[src/rtl/core/rabe_pkg.sv]
`default_nettype none

package rabe_pkg;

  // Data path and register file geometry.
  localparam int DATA_W     = 32;
  localparam int REG_COUNT  = 8;
  localparam int REG_IDX_W  = 3;
  localparam int TARGET_W   = 10;
  localparam int CFG_IDX_W  = 3;

  // Width of the iteration counter of the shift-add multiply and the restoring divide.
  localparam int ITER_W     = $clog2(DATA_W);
  localparam int CNT_W      = (ITER_W > REG_IDX_W) ? ITER_W : REG_IDX_W;

  // Operation codes carried by each beat on the input channel.
  typedef enum logic [2:0] {
    OP_ADD  = 3'd0,
    OP_ADDI = 3'd1,
    OP_SUB  = 3'd2,
    OP_MUL  = 3'd3,
    OP_DIV  = 3'd4,
    OP_B    = 3'd5,
    OP_BEQ  = 3'd6,
    OP_BNQ  = 3'd7
  } op_t;

  typedef logic [DATA_W-1:0] word_t;

endpackage

`default_nettype wire

[src/rtl/core/register_alu_branch_execute.sv]
// Integer ALU with branch compare over an eight-entry 32-bit register file.
//
// Input channel (in_*): one decoded instruction per beat, taken when in_valid
// is high and in_stall is low. Result channel (out_*): one result beat per
// instruction, taken when out_valid is high and out_stall is low. Config port
// (cfg_*): cfg_write_enable writes cfg_data into the initial-value register
// at cfg_index; the user must use it only while idle, which is not enforced.
//
// One instruction is in flight at a time. Add, addi, sub and the branches
// pass from acceptance through the read, execute and finish states; mul and
// div also walk 32 steps through the one shared 34-bit adder/subtractor
// (a zero divisor skips the walk). The next beat can be taken once the result
// is registered. A set restart flag adds a sweep that copies the initial
// values into the register file, one entry per cycle, through its single
// write port.
//
// A finished result sits in an output register, so the next beat is accepted
// while it waits; a stalled receiver holds the block only when the following
// result is ready to leave. Reset clears the initial values to zero, marks
// every register file entry as zero and leaves both channels empty.
`default_nettype none

module register_alu_branch_execute (
  input  wire                                clk,
  input  wire                                rst_n,
  // Configuration write port.
  input  wire                                cfg_write_enable,
  input  wire  [rabe_pkg::CFG_IDX_W-1:0]     cfg_index,
  input  wire  [rabe_pkg::DATA_W-1:0]        cfg_data,
  // Instruction channel.
  input  wire                                in_valid,
  output logic                               in_stall,
  input  wire                                in_restart,
  input  wire  [2:0]                         in_operation,
  input  wire  [rabe_pkg::REG_IDX_W-1:0]     in_operand_one,
  input  wire  [rabe_pkg::REG_IDX_W-1:0]     in_operand_two,
  input  wire  [rabe_pkg::REG_IDX_W-1:0]     in_operand_three,
  input  wire  signed [rabe_pkg::DATA_W-1:0] in_immediate,
  input  wire  [rabe_pkg::TARGET_W-1:0]      in_target_index,
  // Result channel.
  output logic                               out_valid,
  input  wire                                out_stall,
  output logic                               out_write_enable,
  output logic [rabe_pkg::REG_IDX_W-1:0]     out_write_register,
  output logic signed [rabe_pkg::DATA_W-1:0] out_write_value,
  output logic                               out_branch_taken,
  output logic [rabe_pkg::TARGET_W-1:0]      out_next_index,
  output logic                               out_fetch_bubbles,
  output logic                               out_divide_by_zero
);

  typedef enum logic [2:0] {
    ST_IDLE,
    ST_RELOAD,
    ST_READ,
    ST_EXEC,
    ST_ITER,
    ST_FINISH
  } state_t;

  // Sequencer and operand registers.
  state_t                            state_r, state_nxt;
  rabe_pkg::op_t                     op_r, op_nxt;
  logic [rabe_pkg::REG_IDX_W-1:0]    r1_r, r1_nxt;
  logic [rabe_pkg::REG_IDX_W-1:0]    r2_r, r2_nxt;
  logic [rabe_pkg::REG_IDX_W-1:0]    r3_r, r3_nxt;
  rabe_pkg::word_t                   imm_r, imm_nxt;
  logic [rabe_pkg::TARGET_W-1:0]     target_r, target_nxt;
  logic [rabe_pkg::CNT_W-1:0]        cnt_r, cnt_nxt;
  rabe_pkg::word_t                   acc_r, acc_nxt;
  rabe_pkg::word_t                   opx_r, opx_nxt;
  rabe_pkg::word_t                   opy_r, opy_nxt;
  logic                              negq_r, negq_nxt;
  logic                              dz_r, dz_nxt;

  // Output register.
  logic                              ov_r, ov_nxt;
  logic                              owe_r, owe_nxt;
  logic [rabe_pkg::REG_IDX_W-1:0]    oreg_r, oreg_nxt;
  rabe_pkg::word_t                   oval_r, oval_nxt;
  logic                              otaken_r, otaken_nxt;
  logic [rabe_pkg::TARGET_W-1:0]     oidx_r, oidx_nxt;
  logic                              obub_r, obub_nxt;
  logic                              odz_r, odz_nxt;

  // Initial-value registers and the register file.
  rabe_pkg::word_t                   init_r [rabe_pkg::REG_COUNT];
  rabe_pkg::word_t                   rf_mem [rabe_pkg::REG_COUNT];
  logic [rabe_pkg::REG_COUNT-1:0]    rf_valid_r;
  rabe_pkg::word_t                   rda_r, rdb_r;
  logic                              rf_we;
  logic [rabe_pkg::REG_IDX_W-1:0]    rf_waddr;
  rabe_pkg::word_t                   rf_wdata;
  logic [rabe_pkg::REG_IDX_W-1:0]    rf_raddr_a, rf_raddr_b;

  // Shared adder/subtractor.
  logic [rabe_pkg::DATA_W:0]         unit_x, unit_y;
  logic                              unit_sub;
  logic [rabe_pkg::DATA_W+1:0]       unit_sum;
  logic                              div_ge;

  logic                              in_fire;
  logic                              out_fire;
  logic                              fin_go;
  logic                              is_branch;
  logic                              iter_last;
  logic                              reload_last;
  rabe_pkg::word_t                   div_result;

  assign in_stall  = (state_r != ST_IDLE);
  assign in_fire   = in_valid && !in_stall;
  assign out_valid = ov_r;
  assign out_fire  = ov_r && !out_stall;
  assign fin_go    = (state_r == ST_FINISH) && (!ov_r || !out_stall);

  assign is_branch   = (op_r == rabe_pkg::OP_B) || (op_r == rabe_pkg::OP_BEQ) ||
                       (op_r == rabe_pkg::OP_BNQ);
  assign iter_last   = (cnt_r == rabe_pkg::CNT_W'(rabe_pkg::DATA_W - 1));
  assign reload_last = (cnt_r[rabe_pkg::REG_IDX_W-1:0] ==
                        rabe_pkg::REG_IDX_W'(rabe_pkg::REG_COUNT - 1));

  assign out_write_enable   = owe_r;
  assign out_write_register = oreg_r;
  assign out_write_value    = oval_r;
  assign out_branch_taken   = otaken_r;
  assign out_next_index     = oidx_r;
  assign out_fetch_bubbles  = obub_r;
  assign out_divide_by_zero = odz_r;

  // Operand selection for the shared unit, by sequencer step and operation.
  always_comb begin
    unit_x   = '0;
    unit_y   = '0;
    unit_sub = 1'b0;
    if (state_r == ST_EXEC) begin
      unit_x   = {1'b0, rda_r};
      unit_y   = {1'b0, (op_r == rabe_pkg::OP_ADDI) ? imm_r : rdb_r};
      unit_sub = (op_r == rabe_pkg::OP_SUB) || (op_r == rabe_pkg::OP_BEQ) ||
                 (op_r == rabe_pkg::OP_BNQ);
    end else if (state_r == ST_ITER) begin
      if (op_r == rabe_pkg::OP_DIV) begin
        // Restoring step: shifted remainder minus the divisor magnitude.
        unit_x   = {acc_r, opx_r[rabe_pkg::DATA_W-1]};
        unit_y   = {1'b0, opy_r};
        unit_sub = 1'b1;
      end else begin
        // Shift-add step: add the multiplicand when the multiplier bit is set.
        unit_x = {1'b0, acc_r};
        unit_y = {1'b0, opy_r[0] ? opx_r : '0};
      end
    end
  end

  assign unit_sum = {1'b0, unit_x} + ({1'b0, unit_y} ^ {(rabe_pkg::DATA_W + 2){unit_sub}}) +
                    (rabe_pkg::DATA_W + 2)'(unit_sub);
  assign div_ge   = !unit_sum[rabe_pkg::DATA_W+1];

  // Quotient sign fix-up; the most negative over minus one wraps by itself.
  assign div_result = dz_r ? '0 : (negq_r ? (~opx_r + rabe_pkg::DATA_W'(1)) : opx_r);

  // Register file ports: reads for the compare or source operands, one write.
  assign rf_raddr_a = is_branch ? r1_r : r2_r;
  assign rf_raddr_b = is_branch ? r2_r : r3_r;

  always_comb begin
    rf_we    = 1'b0;
    rf_waddr = r1_r;
    rf_wdata = acc_r;
    if (state_r == ST_RELOAD) begin
      rf_we    = 1'b1;
      rf_waddr = cnt_r[rabe_pkg::REG_IDX_W-1:0];
      rf_wdata = init_r[cnt_r[rabe_pkg::REG_IDX_W-1:0]];
    end else if (fin_go && !is_branch) begin
      rf_we    = 1'b1;
      rf_waddr = r1_r;
      rf_wdata = (op_r == rabe_pkg::OP_DIV) ? div_result : acc_r;
    end
  end

  // Next-state logic of the sequencer and the output register.
  always_comb begin
    state_nxt  = state_r;
    op_nxt     = op_r;
    r1_nxt     = r1_r;
    r2_nxt     = r2_r;
    r3_nxt     = r3_r;
    imm_nxt    = imm_r;
    target_nxt = target_r;
    cnt_nxt    = cnt_r;
    acc_nxt    = acc_r;
    opx_nxt    = opx_r;
    opy_nxt    = opy_r;
    negq_nxt   = negq_r;
    dz_nxt     = dz_r;
    ov_nxt     = ov_r && !out_fire;
    owe_nxt    = owe_r;
    oreg_nxt   = oreg_r;
    oval_nxt   = oval_r;
    otaken_nxt = otaken_r;
    oidx_nxt   = oidx_r;
    obub_nxt   = obub_r;
    odz_nxt    = odz_r;

    unique case (state_r)
      ST_IDLE: begin
        if (in_fire) begin
          op_nxt     = rabe_pkg::op_t'(in_operation);
          r1_nxt     = in_operand_one;
          r2_nxt     = in_operand_two;
          r3_nxt     = in_operand_three;
          imm_nxt    = in_immediate;
          target_nxt = in_target_index;
          cnt_nxt    = '0;
          dz_nxt     = 1'b0;
          negq_nxt   = 1'b0;
          state_nxt  = in_restart ? ST_RELOAD : ST_READ;
        end
      end
      ST_RELOAD: begin
        cnt_nxt = cnt_r + rabe_pkg::CNT_W'(1);
        if (reload_last) begin
          state_nxt = ST_READ;
        end
      end
      ST_READ: begin
        state_nxt = ST_EXEC;
      end
      ST_EXEC: begin
        cnt_nxt = '0;
        if (op_r == rabe_pkg::OP_MUL) begin
          acc_nxt   = '0;
          opx_nxt   = rda_r;
          opy_nxt   = rdb_r;
          state_nxt = ST_ITER;
        end else if (op_r == rabe_pkg::OP_DIV) begin
          acc_nxt  = '0;
          negq_nxt = rda_r[rabe_pkg::DATA_W-1] ^ rdb_r[rabe_pkg::DATA_W-1];
          opx_nxt  = rda_r[rabe_pkg::DATA_W-1] ? (~rda_r + rabe_pkg::DATA_W'(1)) : rda_r;
          opy_nxt  = rdb_r[rabe_pkg::DATA_W-1] ? (~rdb_r + rabe_pkg::DATA_W'(1)) : rdb_r;
          if (rdb_r == '0) begin
            dz_nxt    = 1'b1;
            state_nxt = ST_FINISH;
          end else begin
            state_nxt = ST_ITER;
          end
        end else begin
          acc_nxt   = unit_sum[rabe_pkg::DATA_W-1:0];
          state_nxt = ST_FINISH;
        end
      end
      ST_ITER: begin
        cnt_nxt = cnt_r + rabe_pkg::CNT_W'(1);
        if (op_r == rabe_pkg::OP_DIV) begin
          acc_nxt = div_ge ? unit_sum[rabe_pkg::DATA_W-1:0]
                           : {acc_r[rabe_pkg::DATA_W-2:0], opx_r[rabe_pkg::DATA_W-1]};
          opx_nxt = {opx_r[rabe_pkg::DATA_W-2:0], div_ge};
        end else begin
          acc_nxt = unit_sum[rabe_pkg::DATA_W-1:0];
          opx_nxt = {opx_r[rabe_pkg::DATA_W-2:0], 1'b0};
          opy_nxt = {1'b0, opy_r[rabe_pkg::DATA_W-1:1]};
        end
        if (iter_last) begin
          state_nxt = ST_FINISH;
        end
      end
      ST_FINISH: begin
        if (fin_go) begin
          ov_nxt     = 1'b1;
          owe_nxt    = !is_branch;
          oreg_nxt   = is_branch ? '0 : r1_r;
          oval_nxt   = is_branch ? '0 : rf_wdata;
          obub_nxt   = is_branch;
          odz_nxt    = (op_r == rabe_pkg::OP_DIV) && dz_r;
          otaken_nxt = (op_r == rabe_pkg::OP_B) ||
                       ((op_r == rabe_pkg::OP_BEQ) && (acc_r == '0)) ||
                       ((op_r == rabe_pkg::OP_BNQ) && (acc_r != '0));
          oidx_nxt   = otaken_nxt ? target_r : '0;
          state_nxt  = ST_IDLE;
        end
      end
      default: begin
        state_nxt = ST_IDLE;
      end
    endcase
  end

  // Sequencer state and registered outputs.
  always_ff @(posedge clk) begin
    if (!rst_n) begin
      state_r <= ST_IDLE;
      ov_r    <= 1'b0;
    end else begin
      state_r <= state_nxt;
      ov_r    <= ov_nxt;
    end
    op_r     <= op_nxt;
    r1_r     <= r1_nxt;
    r2_r     <= r2_nxt;
    r3_r     <= r3_nxt;
    imm_r    <= imm_nxt;
    target_r <= target_nxt;
    cnt_r    <= cnt_nxt;
    acc_r    <= acc_nxt;
    opx_r    <= opx_nxt;
    opy_r    <= opy_nxt;
    negq_r   <= negq_nxt;
    dz_r     <= dz_nxt;
    owe_r    <= owe_nxt;
    oreg_r   <= oreg_nxt;
    oval_r   <= oval_nxt;
    otaken_r <= otaken_nxt;
    oidx_r   <= oidx_nxt;
    obub_r   <= obub_nxt;
    odz_r    <= odz_nxt;
  end

  // Initial-value registers, written from the configuration port.
  always_ff @(posedge clk) begin
    if (!rst_n) begin
      for (int k = 0; k < rabe_pkg::REG_COUNT; k++) begin
        init_r[k] <= '0;
      end
    end else if (cfg_write_enable) begin
      init_r[cfg_index] <= cfg_data;
    end
  end

  // Entry valid bits: an entry not yet written since reset reads as zero.
  always_ff @(posedge clk) begin
    if (!rst_n) begin
      rf_valid_r <= '0;
    end else if (rf_we) begin
      rf_valid_r[rf_waddr] <= 1'b1;
    end
  end

  // Register file storage with registered read data.
  always_ff @(posedge clk) begin
    if (rf_we) begin
      rf_mem[rf_waddr] <= rf_wdata;
    end
    rda_r <= rf_valid_r[rf_raddr_a] ? rf_mem[rf_raddr_a] : '0;
    rdb_r <= rf_valid_r[rf_raddr_b] ? rf_mem[rf_raddr_b] : '0;
  end

  // A beat taken on the input holds off the next one on the following cycle.
  a_accept_then_busy: assert property (@(posedge clk) disable iff (!rst_n)
    in_fire |=> in_stall)
    else $error("input accepted a second beat back to back");

  // A zero divisor always reports a register write of zero.
  a_dz_writes_zero: assert property (@(posedge clk) disable iff (!rst_n)
    (out_valid && out_divide_by_zero) |-> (out_write_enable && (out_write_value == '0)))
    else $error("divide by zero result is not a zero write");

  // Branch results never write a register, and ALU results never branch.
  a_branch_no_write: assert property (@(posedge clk) disable iff (!rst_n)
    out_valid |-> (out_fetch_bubbles != out_write_enable) &&
                  (!out_branch_taken || out_fetch_bubbles))
    else $error("result mixes a register write with a branch");

  // After a reload sweep every register file entry holds a written value.
  a_reload_complete: assert property (@(posedge clk) disable iff (!rst_n)
    ((state_r == ST_READ) && ($past(state_r) == ST_RELOAD)) |-> (&rf_valid_r))
    else $error("reload sweep left entries unwritten");

  // A result that is still stalled is not overwritten by the next one.
  a_no_overwrite: assert property (@(posedge clk) disable iff (!rst_n)
    (ov_r && out_stall) |=> (ov_r && $stable(oval_r) && $stable(oreg_r)))
    else $error("pending result overwritten while stalled");

endmodule

`default_nettype wire
[config.mk]
export PLATFORM = sky130hd
export DESIGN_NAME = register_alu_branch_execute
export DESIGN_NICKNAME = d
export VERILOG_FILES = /design/src/rtl/core/rabe_pkg.sv /design/src/rtl/core/register_alu_branch_execute.sv
export SDC_FILE = /design/constraint.sdc
export NUM_CORES = 2
export LEC_CHECK = 0
export BUFFER_PORTS_ARGS = -buffer_cell sky130_fd_sc_hd__buf_4
export CAP_MARGIN = 20
export CORE_MARGIN = 4
export CORE_UTILIZATION = 60
export CTS_BUF_LIST = sky130_fd_sc_hd__clkbuf_4 sky130_fd_sc_hd__clkbuf_8
export DETAILED_ROUTE_END_ITERATION = 7
export PLACE_DENSITY_LB_ADDON = 0.08
export SLEW_MARGIN = 20
export SYNTH_ARGS = -nofsm -noshare
export SYNTH_HDL_FRONTEND = slang
export SYNTH_SLANG_ARGS = --single-unit
[constraint.sdc]
create_clock -name clk -period 9.7 [get_ports clk]
set_input_delay 0.97 -clock clk [delete_from_list [all_inputs] [get_ports clk]]
set_output_delay 0.97 -clock clk [all_outputs]
set_load 0.005 [all_outputs]
==> summary.md <==
| Metric | Value |
|---|---|
| First-pass GRT wire length | between 150 and 200 mm |
| WHS | between 0.3 and 0.4 ns |
| Placed cell count | roughly 3800 |
| Pwr/cell area | 214 nW/um^2 |
| MaxCap Viol Count | 0 |
| CP Class | reg2reg |
| Post-DR wirelength/cell | between 30 and 40 um |
| Worst VDD drop | roughly 200 uV |
| Commonest non-fill, non-tap cell in the layout | edfxtp_1 |
| Full die area | slightly below 70000 um^2 |
| Number of synthesized flops with an enable pin | 718 |
| Clock Pin Slew Worst Setup and Hold Paths | around 0.070 ns |
| CTS buffer count | around 130 |
| TritonCTS sink count | ~800 |
| Most used DFF post-synth | edfxtp_1 |
| #FFs+latches synth | 797 |
| Syn. warnings | 0 |
| Worst slew pin tran | between 1 and 1.5 ns |
| Status | completed |
| Setup Fix Bufs, Post-CTS | 0 |
| DRT iter0 DRCs | around 3700 |
| Async S/R FF share, synth | 0 |
| Die Y | ~260 um |
| Worst skew pair latency | ~0.8 ns |
| Area delta synth->final | 12.9% |
| Starting Density | 0.606 |
| Worst path max stage delay | ~0.75 ns |
| Critical path's slowest cell | inv_2 |
| GRT Residual Overflow | 0 |
| Tot GR Track Use | 0.359 |
| Post-synth top area cell | edfxtp_1 |
| Row cnt | 93 |
| Post-route insts no fill | roughly 4100 |
| Tcrit/Tclk final | 0.664 |
| Initial antenna violation count | 7 |
| Layout cells sized above 1 | 0.219 |
| Power, Total | 9430 uW |
| Layout Skew | between 0.04 and 0.05 ns |
| Post-CTS Hold Fix Bufs | 0 |
| Register area share after synthesis | 0.594 |
| Yosys top cell area share | 0.553 |
| Vias in the first global route | about 27000 |
| Synthesized instance count | 2942 |
| Synth Cell Area | 39000 um^2 |
| IO buf count | roughly 150 |
| Slew Limit Headroom | 0.177 |
| Crit. End Element | flip-flop |
| CTS tree | yes |
| Filler cells | between 4000 and 5000 |
| CTS root buf | clkbuf_8 |
| Min-delay src | in_immediate[0] |
| Vias per cell | roughly 6.7 |
| Core Area | between 60000 and 70000 um^2 |
| HPWL after detailed placement | roughly 85 mm |
| CP bufs+invs | 2 |
| Startpoint Class | flip-flop |
| Crit path max fanout | 37 |
| Synth area leaders | edfxtp_1, mux4_2, and2_1 |
| Antenna Violating Nets Remaining | 0 |
| GPL Wtd Cong | 1.07 |
| Largest net degree at the start of global routing | 95 |
| Detailed Routing Iterations Pass 1 | 6 |
| DRC Markers | 0 |
| Final hold vios | 0 |
| Reg-to-reg critical path startpoint | state_r[1] |
| Worst EP required | a little over 10 ns |
| Syn_area_per_cell | 13.2 um^2 |
| Pleak | approximately 0.015 uW |
| H-tree depth | 4 |
| Die Wd | 263 um |
| Net Count, Synth | 3076 |
| Crit-path cells | nand3b_4 -> clkinv_2 -> a32oi_2 -> inv_2 -> xnor2_1 -> fa_1 -> a21o_1 -> a221oi_1 -> nor4b_1 -> o21ai_0 -> a21oi_1 -> a31o_2 -> a221oi_1 -> nor3_1 -> o221a_2 |
| Min Tclk post-route | approximately 6.4 ns |
| Fin. max-slew vios | 0 |
| Sum of negative setup slack | 0 ns |
| Top delay family on crit path | compound AO/OA/AOI/OAI gates |
| Commonest cells after routing, fill and taps aside | edfxtp_1, nand2_1, and2_1 |
| RSZ-0062 raised after global routing | no |
| # nets final | around 3200 |
| CP startpoint | state_r[1] |
| Yosys cell types | 75 |
| Setup Viol. Count Final | 0 |
| Worst min path class | in2reg |
| WL final | ~130 mm |
| Clock buffer depth | 3 |
| Worst Path Arrival | roughly 7.0 ns |
| IO Count | 146 |
| Cell mode on critical path | a221oi_1 |
| Max Freq | between 150 and 200 MHz |
| Via count | 27200 |
| PostCTS Resize Cnt | 0 |
[stage by stage]
| step | util | instance area [um^2] | setup WS, ns |
|---|---|---|---|
| 2_1_floorplan | - | 39000 | 5.07 |
| 3_3_place_gp | 0.640 | 41200 | 3.40 |
| 6_report | 0.684 | 44000 | 3.26 |
| 4_1_cts | 0.683 | 43900 | 3.34 |
| 3_5_place_dp | 0.640 | 41200 | 3.31 |
| 5_1_grt | 0.684 | 44000 | 2.81 |
[cells by family (layout without fill, tap and decap cells)]
logic type,after synthesis,after routing,synth area share
buf+inv,207,466,0.0211
other cells,0,3,0
xor+xnor,147,147,0.0330
flops,797,797,0.594
compound gates,530,530,0.0860
fa+ha+maj,39,39,0.0127
mux,251,251,0.127
simple gates,971,971,0.126
[area by class of cell]
type	instances	area, um^2	area share
clock buffers	201	2410	0.0548
inverters	26	98.8	0.00225
multi-input cells	1938	15400	0.349
diodes	3	7.51	0.000171
repair buffers	206	1550	0.0352
well taps	855	1070	0.0243
flip-flops and latches	797	23100	0.526
clock inverters	33	352	0.00799
[registers in the layout (all words and copies together), names as in the netlist, 3 cells and up, named ones only]
name                flops
r2_r                    3
acc_r                  32
state_r                 3
init_r                256
rda_r                  32
out_write_register      3
op_r                    3
out_next_index         10
target_r               10
opx_r                  32
r3_r                    3
opy_r                  32
imm_r                  32
r1_r                    3
rf_valid_r              8
rf_mem                256
out_write_value        32
cnt_r                   5
rdb_r                  32
[routing by layer]
metal	wire, um	GRT usage	vias up
met1	45700	0.469	13600
met3	13500	0.0947	376
met2	58000	0.557	1733
met5	27	0	-
met4	8040	0.199	4
li1	-	-	11500
[path summary, 6_finish.rpt]
path	to	slack, ns	depth (start not counted)
setup reg to reg	acc_r[30]	3.26	15
setup / recovery	acc_r[30]	3.26	15
hold reg to reg	rf_valid_r[5]	0.50	2
hold / removal	imm_r[0]	0.33	1
[worst reg2reg max path: cells and delay by family, from the launching register on]
family          cells  cell delay [ns]
fa+ha+maj           1             0.47
buf+inv             2             1.29
xor+xnor            1             0.27
flops               1             0.74
simple gates        3             0.78
compound gates      8             2.69
[power by group]
group	switching (uW)	total, uW	internal [uW]	leakage [uW]
sequential	226	4330	4110	0.00732
clock	1410	3080	1670	0.00146
combinational	1220	2010	793	0.00634
[cells in the mapped netlist (23+ instances only)]
| cell | instances |
|---|---|
| ha_1 | 38 |
| nor2_1 | 104 |
| edfxtp_1 | 718 |
| dfxtp_1 | 79 |
| nand2b_1 | 37 |
| clkbuf_1 | 143 |
| inv_1 | 23 |
| xnor2_1 | 102 |
| and2_1 | 296 |
| a221oi_1 | 58 |
| mux4_2 | 196 |
| a31oi_1 | 37 |
| a21oi_1 | 171 |
| o21ai_0 | 132 |
| mux2i_1 | 53 |
| nand2_1 | 380 |
| xor2_1 | 45 |
| nor3_1 | 38 |
No activity file was read; power rests on OpenSTA's default activity.
